### config.mk
export PLATFORM = sky130hd
export DESIGN_NAME = region_box_size_filter
export DESIGN_NICKNAME = d
export VERILOG_FILES = /design/src/rtl/rbsf_pkg.sv /design/src/rtl/rbsf_queue.sv /design/src/rtl/rbsf_front.sv /design/src/rtl/rbsf_back.sv /design/src/rtl/region_box_size_filter.sv
export SDC_FILE = /design/constraint.sdc
export NUM_CORES = 1
export LEC_CHECK = 0
export ABC_AREA = 1
export BUFFER_PORTS_ARGS = -buffer_cell sky130_fd_sc_hd__clkbuf_2
export CAP_MARGIN = 40
export CORE_MARGIN = 2
export CORE_UTILIZATION = 55
export DETAILED_ROUTE_END_ITERATION = 6
export GPL_ROUTABILITY_DRIVEN = 0
export PLACE_DENSITY = 0.81
export SETUP_SLACK_MARGIN = 0.02
export SLEW_MARGIN = 20
export SYNTH_ARGS = -nofsm -noshare
export SYNTH_HDL_FRONTEND = slang
export SYNTH_SLANG_ARGS = --single-unit
### constraint.sdc
create_clock -name clk -period 12 [get_ports clk]
set_clock_uncertainty 0.2 [all_clocks]
set_input_delay 3.6 -clock clk [delete_from_list [all_inputs] [get_ports clk]]
set_output_delay 3.6 -clock clk [all_outputs]
set_load 0.03 [all_outputs]
### src/rtl/rbsf_pkg.sv
package rbsf_pkg;

  // Default clamp bound on image dimensions.
  localparam int MAX_IMAGE_DIM_DEFAULT = 4096;

  // Depth of the plan queue between front and back.
  localparam int PLAN_QUEUE_DEPTH = 2;

  // Register reset values.
  localparam logic [11:0] ROI_X_RESET        = 12'd0;
  localparam logic [11:0] ROI_Y_RESET        = 12'd0;
  localparam logic [12:0] IMAGE_WIDTH_RESET  = 13'd4096;
  localparam logic [12:0] IMAGE_HEIGHT_RESET = 13'd4096;
  localparam logic [12:0] TINY_SIZE_RESET    = 13'd12;
  localparam logic [12:0] SMALL_SIZE_RESET   = 13'd30;
  localparam logic [12:0] LARGE_SIZE_RESET   = 13'd128;

  // Configuration register indexes.
  typedef enum logic [2:0] {
    CFG_ROI_X        = 3'd0,
    CFG_ROI_Y        = 3'd1,
    CFG_IMAGE_WIDTH  = 3'd2,
    CFG_IMAGE_HEIGHT = 3'd3,
    CFG_TINY_SIZE    = 3'd4,
    CFG_SMALL_SIZE   = 3'd5,
    CFG_LARGE_SIZE   = 3'd6
  } cfg_index_t;

  // Current register contents.
  typedef struct packed {
    logic [11:0] roi_x;
    logic [11:0] roi_y;
    logic [12:0] image_width;
    logic [12:0] image_height;
    logic [12:0] tiny_size;
    logic [12:0] small_size;
    logic [12:0] large_size;
  } cfg_t;

  // One input item: a cluster box relative to the region of interest.
  typedef struct packed {
    logic        req_type;
    logic [11:0] box_x;
    logic [11:0] box_y;
    logic [12:0] box_w;
    logic [12:0] box_h;
  } box_t;

  // One result item: clamped corners in the full image.
  typedef struct packed {
    logic [11:0] left;
    logic [11:0] top;
    logic [11:0] right;
    logic [11:0] bottom;
    logic        last;
  } rect_t;

  // A candidate rectangle that has passed the size tests.
  typedef struct packed {
    logic signed [13:0] x;
    logic signed [13:0] y;
    logic signed [15:0] y2;     // top row of the lower square when split
    logic        [13:0] w;
    logic        [13:0] h;
    logic               split;
    logic               valid;
  } cand_t;

  // Work for one box: the first candidate, then the second.
  typedef struct packed {
    cand_t a;
    cand_t b;
  } plan_t;

  // Output sequencer steps.
  typedef enum logic [1:0] {
    PH_A_TOP = 2'd0,
    PH_A_BOT = 2'd1,
    PH_B_TOP = 2'd2,
    PH_B_BOT = 2'd3
  } phase_t;

endpackage

### src/rtl/rbsf_queue.sv
module rbsf_queue #(
  parameter int WIDTH = 8,
  parameter int DEPTH = 2
) (
  input  logic             clk,
  input  logic             rst,
  input  logic             push,
  input  logic [WIDTH-1:0] push_data,
  output logic             full,
  input  logic             pop,
  output logic [WIDTH-1:0] head,
  output logic             nonempty
);

  localparam int PTR_W = (DEPTH > 1) ? $clog2(DEPTH) : 1;
  localparam int CNT_W = $clog2(DEPTH + 1);

  logic [WIDTH-1:0] slots [DEPTH];
  logic [PTR_W-1:0] wr_ptr;
  logic [PTR_W-1:0] rd_ptr;
  logic [CNT_W-1:0] count;

  function automatic logic [PTR_W-1:0] ptr_inc(input logic [PTR_W-1:0] p);
    if (p == PTR_W'(DEPTH - 1)) begin
      ptr_inc = '0;
    end else begin
      ptr_inc = p + PTR_W'(1);
    end
  endfunction

  assign full     = (count == CNT_W'(DEPTH));
  assign nonempty = (count != '0);
  assign head     = slots[rd_ptr];

  // Storage is written only at the tail.
  always_ff @(posedge clk) begin
    if (push) begin
      slots[wr_ptr] <= push_data;
    end
  end

  // Pointers and fill count.
  always_ff @(posedge clk) begin
    if (rst) begin
      wr_ptr <= '0;
      rd_ptr <= '0;
      count  <= '0;
    end else begin
      if (push) begin
        wr_ptr <= ptr_inc(wr_ptr);
      end
      if (pop) begin
        rd_ptr <= ptr_inc(rd_ptr);
      end
      if (push && !pop) begin
        count <= count + CNT_W'(1);
      end else if (pop && !push) begin
        count <= count - CNT_W'(1);
      end
    end
  end

endmodule

### src/rtl/rbsf_front.sv
module rbsf_front (
  input  logic           clk,
  input  logic           rst,
  input  rbsf_pkg::cfg_t cfg,
  input  logic           box_valid,
  output logic           box_stall,
  input  rbsf_pkg::box_t box,
  output logic           push,
  output rbsf_pkg::plan_t plan,
  input  logic           full
);

  import rbsf_pkg::*;

  logic        held_valid;
  box_t        held;

  logic        accept;
  logic        consume;
  logic        drop;
  logic        is_small;
  logic [11:0] mx;
  logic [11:0] my;
  cand_t       enl;
  cand_t       orig;

  // Rejection of huge or broad rectangles: w > 2h or w > large_size.
  function automatic logic is_rejected(input logic [13:0] w, input logic [13:0] h,
                                       input logic [12:0] large_lim);
    is_rejected = ({1'b0, w} > {h, 1'b0}) || (w > {1'b0, large_lim});
  endfunction

  // Long rectangles become two squares: h > 2w.
  function automatic logic is_long(input logic [13:0] w, input logic [13:0] h);
    is_long = {1'b0, h} > {w, 1'b0};
  endfunction

  assign box_stall = held_valid && full;
  assign accept    = box_valid && !box_stall;
  assign consume   = held_valid && !full;

  // Size classes of the held box.
  always_comb begin
    drop     = (held.box_w < cfg.tiny_size) || (held.box_h < cfg.tiny_size);
    is_small = (held.box_w > cfg.tiny_size) && (held.box_w < cfg.small_size) &&
               (held.box_h > cfg.tiny_size) && (held.box_h < cfg.small_size);
    mx       = held.box_w[12:1];
    my       = held.box_h[12:1];
  end

  // Enlarged candidate: half the size added on every side.
  always_comb begin
    enl.x     = $signed({2'b00, held.box_x}) - $signed({2'b00, mx});
    enl.y     = $signed({2'b00, held.box_y}) - $signed({2'b00, my});
    enl.w     = {1'b0, held.box_w} + {1'b0, mx, 1'b0};
    enl.h     = {1'b0, held.box_h} + {1'b0, my, 1'b0};
    enl.y2    = 16'(enl.y) + $signed({2'b00, enl.h}) - $signed({2'b00, enl.w});
    enl.split = is_long(enl.w, enl.h);
    enl.valid = !drop && is_small && !is_rejected(enl.w, enl.h, cfg.large_size);
  end

  // Candidate at the box's own size.
  always_comb begin
    orig.x     = $signed({2'b00, held.box_x});
    orig.y     = $signed({2'b00, held.box_y});
    orig.w     = {1'b0, held.box_w};
    orig.h     = {1'b0, held.box_h};
    orig.y2    = $signed({4'b0000, held.box_y}) + $signed({3'b000, held.box_h}) -
                 $signed({3'b000, held.box_w});
    orig.split = is_long(orig.w, orig.h);
    orig.valid = !drop && !held.req_type &&
                 !is_rejected(orig.w, orig.h, cfg.large_size);
  end

  // Small boxes lead with the enlarged candidate; others use the first slot alone.
  always_comb begin
    if (is_small) begin
      plan.a = enl;
      plan.b = orig;
    end else begin
      plan.a = orig;
      plan.b = orig;
      plan.b.valid = 1'b0;
    end
    push = consume && (plan.a.valid || plan.b.valid);
  end

  // Input register: an item with no surviving candidate is simply retired.
  always_ff @(posedge clk) begin
    if (rst) begin
      held_valid <= 1'b0;
    end else if (accept) begin
      held_valid <= 1'b1;
    end else if (consume) begin
      held_valid <= 1'b0;
    end
  end

  always_ff @(posedge clk) begin
    if (accept) begin
      held <= box;
    end
  end

endmodule

### src/rtl/rbsf_back.sv
module rbsf_back #(
  parameter int MAX_IMAGE_DIM = rbsf_pkg::MAX_IMAGE_DIM_DEFAULT
) (
  input  logic            clk,
  input  logic            rst,
  input  rbsf_pkg::cfg_t  cfg,
  input  logic            nonempty,
  input  rbsf_pkg::plan_t head,
  output logic            pop,
  output logic            rect_valid,
  input  logic            rect_stall,
  output rbsf_pkg::rect_t rect
);

  import rbsf_pkg::*;

  phase_t             phase;
  phase_t             phase_next;
  phase_t             cur_ph;
  logic               started;
  logic               started_next;
  logic               emit;
  logic               done;
  cand_t              sel;
  logic signed [15:0] ry;
  logic        [13:0] rh;
  logic signed [17:0] ax;
  logic signed [17:0] ay;
  logic signed [17:0] bx;
  logic signed [17:0] by;
  logic        [12:0] lim_x;
  logic        [12:0] lim_y;
  rect_t              rect_next;

  // Largest coordinate allowed along one axis.
  function automatic logic [12:0] axis_limit(input logic [12:0] dim);
    if (dim == '0) begin
      axis_limit = '0;
    end else if (32'(dim) > 32'(MAX_IMAGE_DIM)) begin
      axis_limit = 13'(MAX_IMAGE_DIM - 1);
    end else begin
      axis_limit = dim - 13'd1;
    end
  endfunction

  // Clamp to zero .. lim and keep the low twelve bits.
  function automatic logic [11:0] clamp(input logic signed [17:0] p,
                                        input logic [12:0] lim);
    if (p < 0) begin
      clamp = '0;
    end else if (p > $signed({5'b00000, lim})) begin
      clamp = lim[11:0];
    end else begin
      clamp = p[11:0];
    end
  endfunction

  assign emit = nonempty && (!rect_valid || !rect_stall);
  assign pop  = emit && done;

  // Sequencer next state: walk the squares and candidates of the head plan.
  always_comb begin
    cur_ph       = started ? phase : (head.a.valid ? PH_A_TOP : PH_B_TOP);
    done         = 1'b0;
    phase_next   = cur_ph;
    unique case (cur_ph)
      PH_A_TOP: begin
        if (head.a.split) begin
          phase_next = PH_A_BOT;
        end else if (head.b.valid) begin
          phase_next = PH_B_TOP;
        end else begin
          done = 1'b1;
        end
      end
      PH_A_BOT: begin
        if (head.b.valid) begin
          phase_next = PH_B_TOP;
        end else begin
          done = 1'b1;
        end
      end
      PH_B_TOP: begin
        if (head.b.split) begin
          phase_next = PH_B_BOT;
        end else begin
          done = 1'b1;
        end
      end
      PH_B_BOT: begin
        done = 1'b1;
      end
      default: begin
        done = 1'b1;
      end
    endcase
    started_next = emit ? !done : started;
  end

  // Sequencer outputs: geometry of the rectangle for this step.
  always_comb begin
    sel   = (cur_ph == PH_B_TOP || cur_ph == PH_B_BOT) ? head.b : head.a;
    ry    = (cur_ph == PH_A_BOT || cur_ph == PH_B_BOT) ? sel.y2 : 16'(sel.y);
    rh    = sel.split ? sel.w : sel.h;
    ax    = 18'(sel.x) + $signed({6'b000000, cfg.roi_x});
    ay    = 18'(ry) + $signed({6'b000000, cfg.roi_y});
    bx    = ax + $signed({4'b0000, sel.w});
    by    = ay + $signed({4'b0000, rh});
    lim_x = axis_limit(cfg.image_width);
    lim_y = axis_limit(cfg.image_height);
    rect_next.left   = clamp(ax, lim_x);
    rect_next.top    = clamp(ay, lim_y);
    rect_next.right  = clamp(bx, lim_x);
    rect_next.bottom = clamp(by, lim_y);
    rect_next.last   = done;
  end

  // Sequencer state.
  always_ff @(posedge clk) begin
    if (rst) begin
      phase   <= PH_A_TOP;
      started <= 1'b0;
    end else begin
      started <= started_next;
      if (emit) begin
        phase <= phase_next;
      end
    end
  end

  // Output register.
  always_ff @(posedge clk) begin
    if (rst) begin
      rect_valid <= 1'b0;
    end else if (emit) begin
      rect_valid <= 1'b1;
    end else if (!rect_stall) begin
      rect_valid <= 1'b0;
    end
  end

  always_ff @(posedge clk) begin
    if (emit) begin
      rect <= rect_next;
    end
  end

endmodule

### src/rtl/region_box_size_filter.sv
// Box size filter: each accepted box yields zero to four clamped rectangles, the last
// one flagged. A box is taken every cycle while the two-entry plan queue has room; the
// output sequencer then offers one rectangle per plan step, at a sustained rate of one
// rectangle per cycle while the receiver does not stall, set by that single output
// register. Unstalled, a box's first rectangle passes the input register, plan queue
// and output register in turn. Boxes that yield nothing leave no trace on the result
// side. Registers are written by the user only while the block is idle; it does not check.
module region_box_size_filter #(
  parameter int MAX_IMAGE_DIM = rbsf_pkg::MAX_IMAGE_DIM_DEFAULT
) (
  input  logic            clk,
  input  logic            rst,
  input  logic            cfg_write,
  input  logic [2:0]      cfg_index,
  input  logic [12:0]     cfg_data,
  input  logic            box_valid,
  output logic            box_stall,
  input  rbsf_pkg::box_t  box,
  output logic            rect_valid,
  input  logic            rect_stall,
  output rbsf_pkg::rect_t rect
);

  import rbsf_pkg::*;

  localparam int PLAN_W = $bits(plan_t);

  cfg_t              cfg;
  plan_t             push_plan;
  plan_t             head_plan;
  logic              push;
  logic              pop;
  logic              full;
  logic              nonempty;
  logic [PLAN_W-1:0] head_bits;

  // Configuration registers.
  always_ff @(posedge clk) begin
    if (rst) begin
      cfg.roi_x        <= ROI_X_RESET;
      cfg.roi_y        <= ROI_Y_RESET;
      cfg.image_width  <= IMAGE_WIDTH_RESET;
      cfg.image_height <= IMAGE_HEIGHT_RESET;
      cfg.tiny_size    <= TINY_SIZE_RESET;
      cfg.small_size   <= SMALL_SIZE_RESET;
      cfg.large_size   <= LARGE_SIZE_RESET;
    end else if (cfg_write) begin
      case (cfg_index)
        CFG_ROI_X:        cfg.roi_x        <= cfg_data[11:0];
        CFG_ROI_Y:        cfg.roi_y        <= cfg_data[11:0];
        CFG_IMAGE_WIDTH:  cfg.image_width  <= cfg_data;
        CFG_IMAGE_HEIGHT: cfg.image_height <= cfg_data;
        CFG_TINY_SIZE:    cfg.tiny_size    <= cfg_data;
        CFG_SMALL_SIZE:   cfg.small_size   <= cfg_data;
        CFG_LARGE_SIZE:   cfg.large_size   <= cfg_data;
        default: begin
        end
      endcase
    end
  end

  rbsf_front u_front (
    .clk       (clk),
    .rst       (rst),
    .cfg       (cfg),
    .box_valid (box_valid),
    .box_stall (box_stall),
    .box       (box),
    .push      (push),
    .plan      (push_plan),
    .full      (full)
  );

  rbsf_queue #(
    .WIDTH (PLAN_W),
    .DEPTH (PLAN_QUEUE_DEPTH)
  ) u_queue (
    .clk       (clk),
    .rst       (rst),
    .push      (push),
    .push_data (push_plan),
    .full      (full),
    .pop       (pop),
    .head      (head_bits),
    .nonempty  (nonempty)
  );

  assign head_plan = plan_t'(head_bits);

  rbsf_back #(
    .MAX_IMAGE_DIM (MAX_IMAGE_DIM)
  ) u_back (
    .clk        (clk),
    .rst        (rst),
    .cfg        (cfg),
    .nonempty   (nonempty),
    .head       (head_plan),
    .pop        (pop),
    .rect_valid (rect_valid),
    .rect_stall (rect_stall),
    .rect       (rect)
  );

endmodule

==> results.md, run 1 <==
- Avg Inst Size Synth: between 8 and 9 um2
- FF-to-FF path depth: 34
- Sequential area share after synthesis: approximately 46%
- Clk buf depth: 3
- Slowest CP cell: nor2_1
- Number of H-tree levels: 2
- Cell taking the most area after synthesis: edfxtp_1
- Post-Syn Nets: approximately 3600
- Pre-antenna DRT Iters: 6
- Clock Power Share: 17.1%
- EDFF count, synth: 376
- Ant. Diodes: 0
- Endpoints failing hold: 0
- Leak Pwr: 13.77 nW
- Crit path max fanout: 41
- Postcts setup bufs: 0
- Final worst setup slack: 4.002 ns
- FF+latch count, synth: around 480
- I/O pins: 123
- Worst endpoint required time: between 10 and 15 ns
- Post-route ant nets: 0
- Cts repair resizes: 0
- Die ar.: 0.05402 mm2
- Sw Ratio: 47.51%
- Vias in the first global route: 22080
- Fin. max-slew vios: 0
- Top post-synthesis cells by area: edfxtp_1 (39%), ha_1 (12%), nand2_1 (7.8%), dfxtp_1 (6.9%), nor2_1 (5.1%)
- GR Overflow Total: 0
- Cts hold-fix bufs: 0
- Wire per inst: roughly 19 um
- Share of synthesized registers carrying an async set or reset: 0%
- RR Endpoint: u_back.rect[3]$_SDFFCE_PN0P_
- Top-count cell post-synth: nand2_1
- HP Class: reg2reg
- Synth warnings: 0
- Yosys top cell area share: between 30 and 40%
- Total track usage: 28.84%
- Post-Route Setup TNS: 0 ns
- PwrDens: 278.5 mW/mm2
- I/O Buffers: 122
- Via-to-Cell Ratio: 5.771
- Critical path class: reg2reg
- Post-Syn Area: 0.02870 mm2
- Clk_lat worst skew: about 0.62 ns
- Synthesized instance count: ~3200
- Via count: 23400
- Root Driver: clkbuf_16
- Crit path capture: u_back.rect[3]$_SDFFCE_PN0P_
- Internal power: 4.622 mW
- Status: completed
- Final Cycle Share: 66.65%
- Final wirelength: between 70 and 80 mm
- Die Height: roughly 230 um
- Worst setup SP type: register
- Critical path's largest stage delay: about 0.74 ns
- Ratio of cells with drive above 1 in the final layout: 8.239%
- Clock period minus worst slack: 7.998 ns
- CP top delay family: simple AND/OR/NAND/NOR gates
- Max_cap viols: 0
- Worst VDD drop: approximately 0.25 mV
- Max-Slew Margin vs Limit: a little over 40%
- Setup crit end kind: register
- # setup viols final: 0
- Initial DRC count: 2508
- Clock-pin transition on the worst setup and hold timing paths: 0.06 ns
- Nets: 3701
- Area growth, synth to finish: 10.19%
- First-pass GRT wire length: 120.3 mm
- Worst-Margin Slew: 0.8836 ns
- Initial antenna violation count: 1
- Net Switching: 4.184 mW
- CTS tree: built
- RSZ-0062 raised after global routing: no
- CTS sink cnt: 475
- FF-to-FF setup slack: between 4 and 5 ns
- Critical path arrival: approximately 8.2 ns
- DP HPWL: 56.19 mm
- DP Worst Slack: 4.205 ns
- Core footprint: 0.05141 mm2
- Number of distinct library cells after synthesis: 60
- Sequential power share: 24.7%
- Gate power share: approximately three fifths
- CP Buf/Inv Count: 5
- Synth top cells by count: nand2_1 (596), nor2_1 (393), edfxtp_1 (376)
- TritonCTS Buffers: 49
- FP Rows: 83
- Pin count of the biggest net entering global routing: 90
- Most Frequent Cell on Critical Path: nor2_1
- Primary FF master, synth: edfxtp_1
- WP depth: 34
- Drt drc: 0
- Starting Density: 55.83%
- Die width: 232.4 um
- Max Freq: 125.0 MHz
[flip-flops by register name, indices dropped and copies added (netlist names), named ones only]
name,cells
u_front.held,51
u_back.rect,49
u_back.rect_valid,1
u_queue.wr_ptr,1
u_back.phase,2
u_queue.count,2
u_queue.rd_ptr,1
u_back.started,1
u_front.held_valid,1
u_queue.slots,276
cfg,89
[worst min-delay path, stage by stage (launching register included)]
cell     delay, ns
dfxtp_1       0.31
nand2_1       0.07
a21oi_1       0.06
[area by class of cell]
cell class              count  area, um2
clock buffers              63       1289
inverters                 353       1331
well taps                 680      850.8
flip-flops and latches    475      13280
multi-input cells        2309      13720
fillers                  4236      19780
repair buffers            146      883.3
clock inverters            28      270.3
[through the flow]
stage	area [um2]	util [%]	hold slack (ns)	total power [mW]	std cells
after floorplan	28700	-	0.2605	5.959	3225
after global placement	29910	58.19	0.2835	7.040	3955
after detailed placement	29970	58.30	0.2836	7.162	3958
after CTS	31530	61.34	0.2918	8.683	4049
after global routing	31620	61.52	0.3147	9.481	4054
final	31620	61.52	0.2829	8.806	4054
[layout by cell type, fill, tap and decap left out, types with 8 or more instances in the layout]
| master | instances |
|---|---|
| nor3_1 | 19 |
| mux2i_1 | 12 |
| o2111a_1 | 11 |
| buf_4 | 16 |
| o22ai_1 | 24 |
| edfxtp_1 | 376 |
| clkbuf_2 | 122 |
| clkinv_1 | 8 |
| inv_2 | 11 |
| o21ai_0 | 292 |
| nand2_2 | 12 |
| a211oi_1 | 8 |
| nand3_1 | 83 |
| o211ai_1 | 28 |
| dfxtp_1 | 98 |
| ha_1 | 274 |
| nand4_1 | 31 |
| a31oi_1 | 20 |
| a21oi_1 | 250 |
| a21o_1 | 10 |
| clkbuf_1 | 13 |
| nand2_1 | 595 |
| nor2_1 | 392 |
| inv_1 | 339 |
| xnor2_1 | 31 |
| fa_1 | 21 |
| xor2_1 | 69 |
| o21ai_1 | 27 |
| nand3b_1 | 11 |
| clkinv_2 | 10 |
| or2_2 | 12 |
| clkbuf_16 | 49 |
[power groups by stage]
stage | clock (mW) | sequential [mW] | combinational, mW
floorplan | 0 | 2.36 | 3.60
global route | 1.58 | 2.19 | 5.72
finish | 1.51 | 2.17 | 5.12
global placement | 0 | 2.20 | 4.84
CTS | 1.52 | 2.17 | 4.99
detailed placement | 0 | 2.21 | 4.95
[layer usage]
metal | wire length (um) | GRT usage [%]
met5 | 11 | 0
met1 | 31300 | 38.48
met2 | 33890 | 44.79
met3 | 8258 | 6.544
met4 | 3964 | 13.20
[how the worst min path moves through the flow]
stage	cells past startpoint	slack [ns]	endpoint	start
global placement	2	0.28	u_back.rect_valid$_SDFFE_PP0P_	u_back.rect_valid$_SDFFE_PP0P_
floorplan	2	0.26	cfg[10]$_SDFFE_PP0P_	cfg[10]$_SDFFE_PP0P_
CTS	2	0.29	u_back.rect_valid$_SDFFE_PP0P_	u_back.rect_valid$_SDFFE_PP0P_
detailed placement	2	0.28	u_back.rect_valid$_SDFFE_PP0P_	u_back.rect_valid$_SDFFE_PP0P_
finish	2	0.28	u_back.rect_valid$_SDFFE_PP0P_	u_back.rect_valid$_SDFFE_PP0P_
global route	2	0.31	cfg[18]$_SDFFE_PP0P_	cfg[18]$_SDFFE_PP0P_
[kinds of logic after synthesis]
logic type	synth area share [%]
buffers and inverters	5.990
XOR/XNOR	3.052
AND/OR/NAND/NOR	17.28
flip-flops	46.25
adder cells (fa/ha/maj)	13.41
multiplexers	0.4186
AO/OA/AOI/OAI	13.60
Power figures use the tool's default switching activity.
==> inputs of run 2 (changes only) <==
clock period = 7.39 ns   (was 12 ns; I/O delays follow)
==> results.md, run 2 (synthesized netlist as in run 1, its figures left out) <==
- Status: completed
- Most frequent cells in the layout: nand2_1 (595), nor2_1 (392), edfxtp_1 (376), inv_1 (339), o21ai_0 (292)
- HP Class: reg2reg
- Worst setup SP type: register
- Total track usage: 29.27%
- Number of H-tree levels: 2
- Initial antenna violation count: 3
- Pwr Total: 14.31 mW
- M1 wire length: 31.86 mm
- Die width: 232.4 um
- Max-Slew Margin vs Limit: 38.44%
- PwrDens: 452.5 mW/mm2
- CTS tree: built
- # fillers: ~4100
- GR Overflow Total: 0
- FP Rows: 83
- # setup viols final: 0
- Largest Register: u_queue.slots
- Setup crit end kind: register
- HP Start: u_back.rect_valid$_SDFFE_PP0P_
- Worst-Margin Slew: 0.9179 ns
- Final wirelength: 78.27 mm
- Clock period minus worst slack: ~6.7 ns
- Area of the multi-input gates: between 0.01 and 0.015 mm2
- Critical path class: reg2reg
- Leak Pwr: roughly 14 nW
- Pin count of the biggest net entering global routing: 139
- FF-to-FF path depth: 33
- Routed wl met2: 33.58 mm
- RSZ-0062 raised after global routing: no
- DP HPWL: 57.14 mm
- First-pass GRT wire length: ~120 mm
- Critical path arrival: 6.83 ns
- Endpoints failing hold: 0
- Reg area: 0.01328 mm2
- FF-to-FF setup slack: 0.69 ns
- Fin. max-slew vios: 0
- Area growth, synth to finish: 10.17%
- End of the worst hold path: u_back.rect_valid$_SDFFE_PP0P_
- Cts hold-fix bufs: 0
- Final Cycle Share: 90.62%
- Top flop regs: u_queue.slots (276), cfg (89), u_front.held (51)
- Die ar.: 0.05402 mm2
- Clk_lat worst skew: 0.60 ns
- TritonCTS Buffers: 49
- Root Driver: clkbuf_16
- Max_cap viols: 0
- Worst VDD drop: around 0.32 mV
- Highest layer used for signal routing: met5
- Most common cell after layout, fill and taps aside: nand2_1
- Initial DRC count: 2579
- Core footprint: about 0.051 mm2
- Drt drc: 0
- Wire per inst: between 15 and 20 um
- Max FFs per register: 276
- Crit path max fanout: 77
- Postcts setup bufs: 0
- Via-to-Cell Ratio: 5.825
- Clk buf depth: 3
- Final Core Density: 61.51%
- Post-route ant nets: 0
- Post-Route Setup TNS: 0 ns
- Slowest CP cell: dfxtp_4
- Worst endpoint required time: 7.53 ns
- Pre-antenna DRT Iters: 6
- Max Freq: 149.3 MHz
- Most Frequent Cell on Critical Path: nand2_1
- Cts repair resizes: 0
- Vias in the first global route: ~22000
- I/O pins: 123
- Critical path's largest stage delay: 0.62 ns
- Die Height: around 230 um
- CTS sink cnt: 475
- Nets: between 3000 and 4000
- RR Endpoint: u_back.rect[16]$_SDFFCE_PN0P_
- Via count: around 24000
- Clock-pin transition on the worst setup and hold timing paths: 0.06 ns
- Starting Density: approximately 56%
- Worst hold stages: 2
- Wire length on met3: 8.470 mm
- Ratio of cells with drive above 1 in the final layout: approximately 8.2%
- I/O Buffers: 122
[run 2: per-layer routing]
metal	global-route usage, %	vias to the layer above
met5	0	-
met4	14.74	2
met3	6.765	252
met2	44.62	1257
met1	39.15	10810
li1	-	11300
[run 2: worst max-delay path by stage]
stage	end	slack, ns
after floorplan	u_queue.slots[0][0]$_DFFE_PP_	1.15
after global placement	u_back.rect[20]$_SDFFCE_PN0P_	0.99
after detailed placement	u_back.rect[16]$_SDFFCE_PN0P_	0.83
after CTS	u_back.rect[16]$_SDFFCE_PN0P_	0.80
after global routing	u_back.rect[18]$_SDFFCE_PN0P_	0.09
final	u_back.rect[16]$_SDFFCE_PN0P_	0.69
[run 2: power breakdown]
group | leakage, nW | total (mW) | internal, mW | switching, mW
clock network | 0.776 | 2.46 | 1.43 | 1.03
registers | 4.24 | 3.57 | 3.40 | 0.163
logic | 8.76 | 8.28 | 2.73 | 5.55
[run 2: area by class of cell]
type / instances / area share, %
Clock inverter: 33 / 0.9141
Multi-Input combinational cell: 2309 / 43.40
Antenna cell: 1 / 0.007915
Sequential cell: 475 / 41.99
Clock buffer: 58 / 4.120
Timing Repair Buffer: 146 / 2.667
Tap cell: 680 / 2.691
Inverter: 353 / 4.211
[run 2: critical path, delay by kind of cell, from the launching register on]
kind,cells,cell delay [ns]
adders and majority gates,4,1.31
and+or+nand+nor,14,1.61
xor gates and xnor gates,2,0.30
AOI/OAI and AO/OA,6,0.99
DFF,1,0.62
buffers and inverters,7,1.32
[run 2: per-stage QoR]
stage	area, um2	hold slack, ns	cells	worst slack [ns]
finish	31620	0.2836	4055	0.6929
global route	31620	0.3169	4054	0.09074
CTS	31600	0.2903	4053	0.7955
detailed placement	30000	0.2814	3962	0.8290
global placement	29960	0.2792	3958	0.9929
floorplan	28700	0.2605	3225	1.152
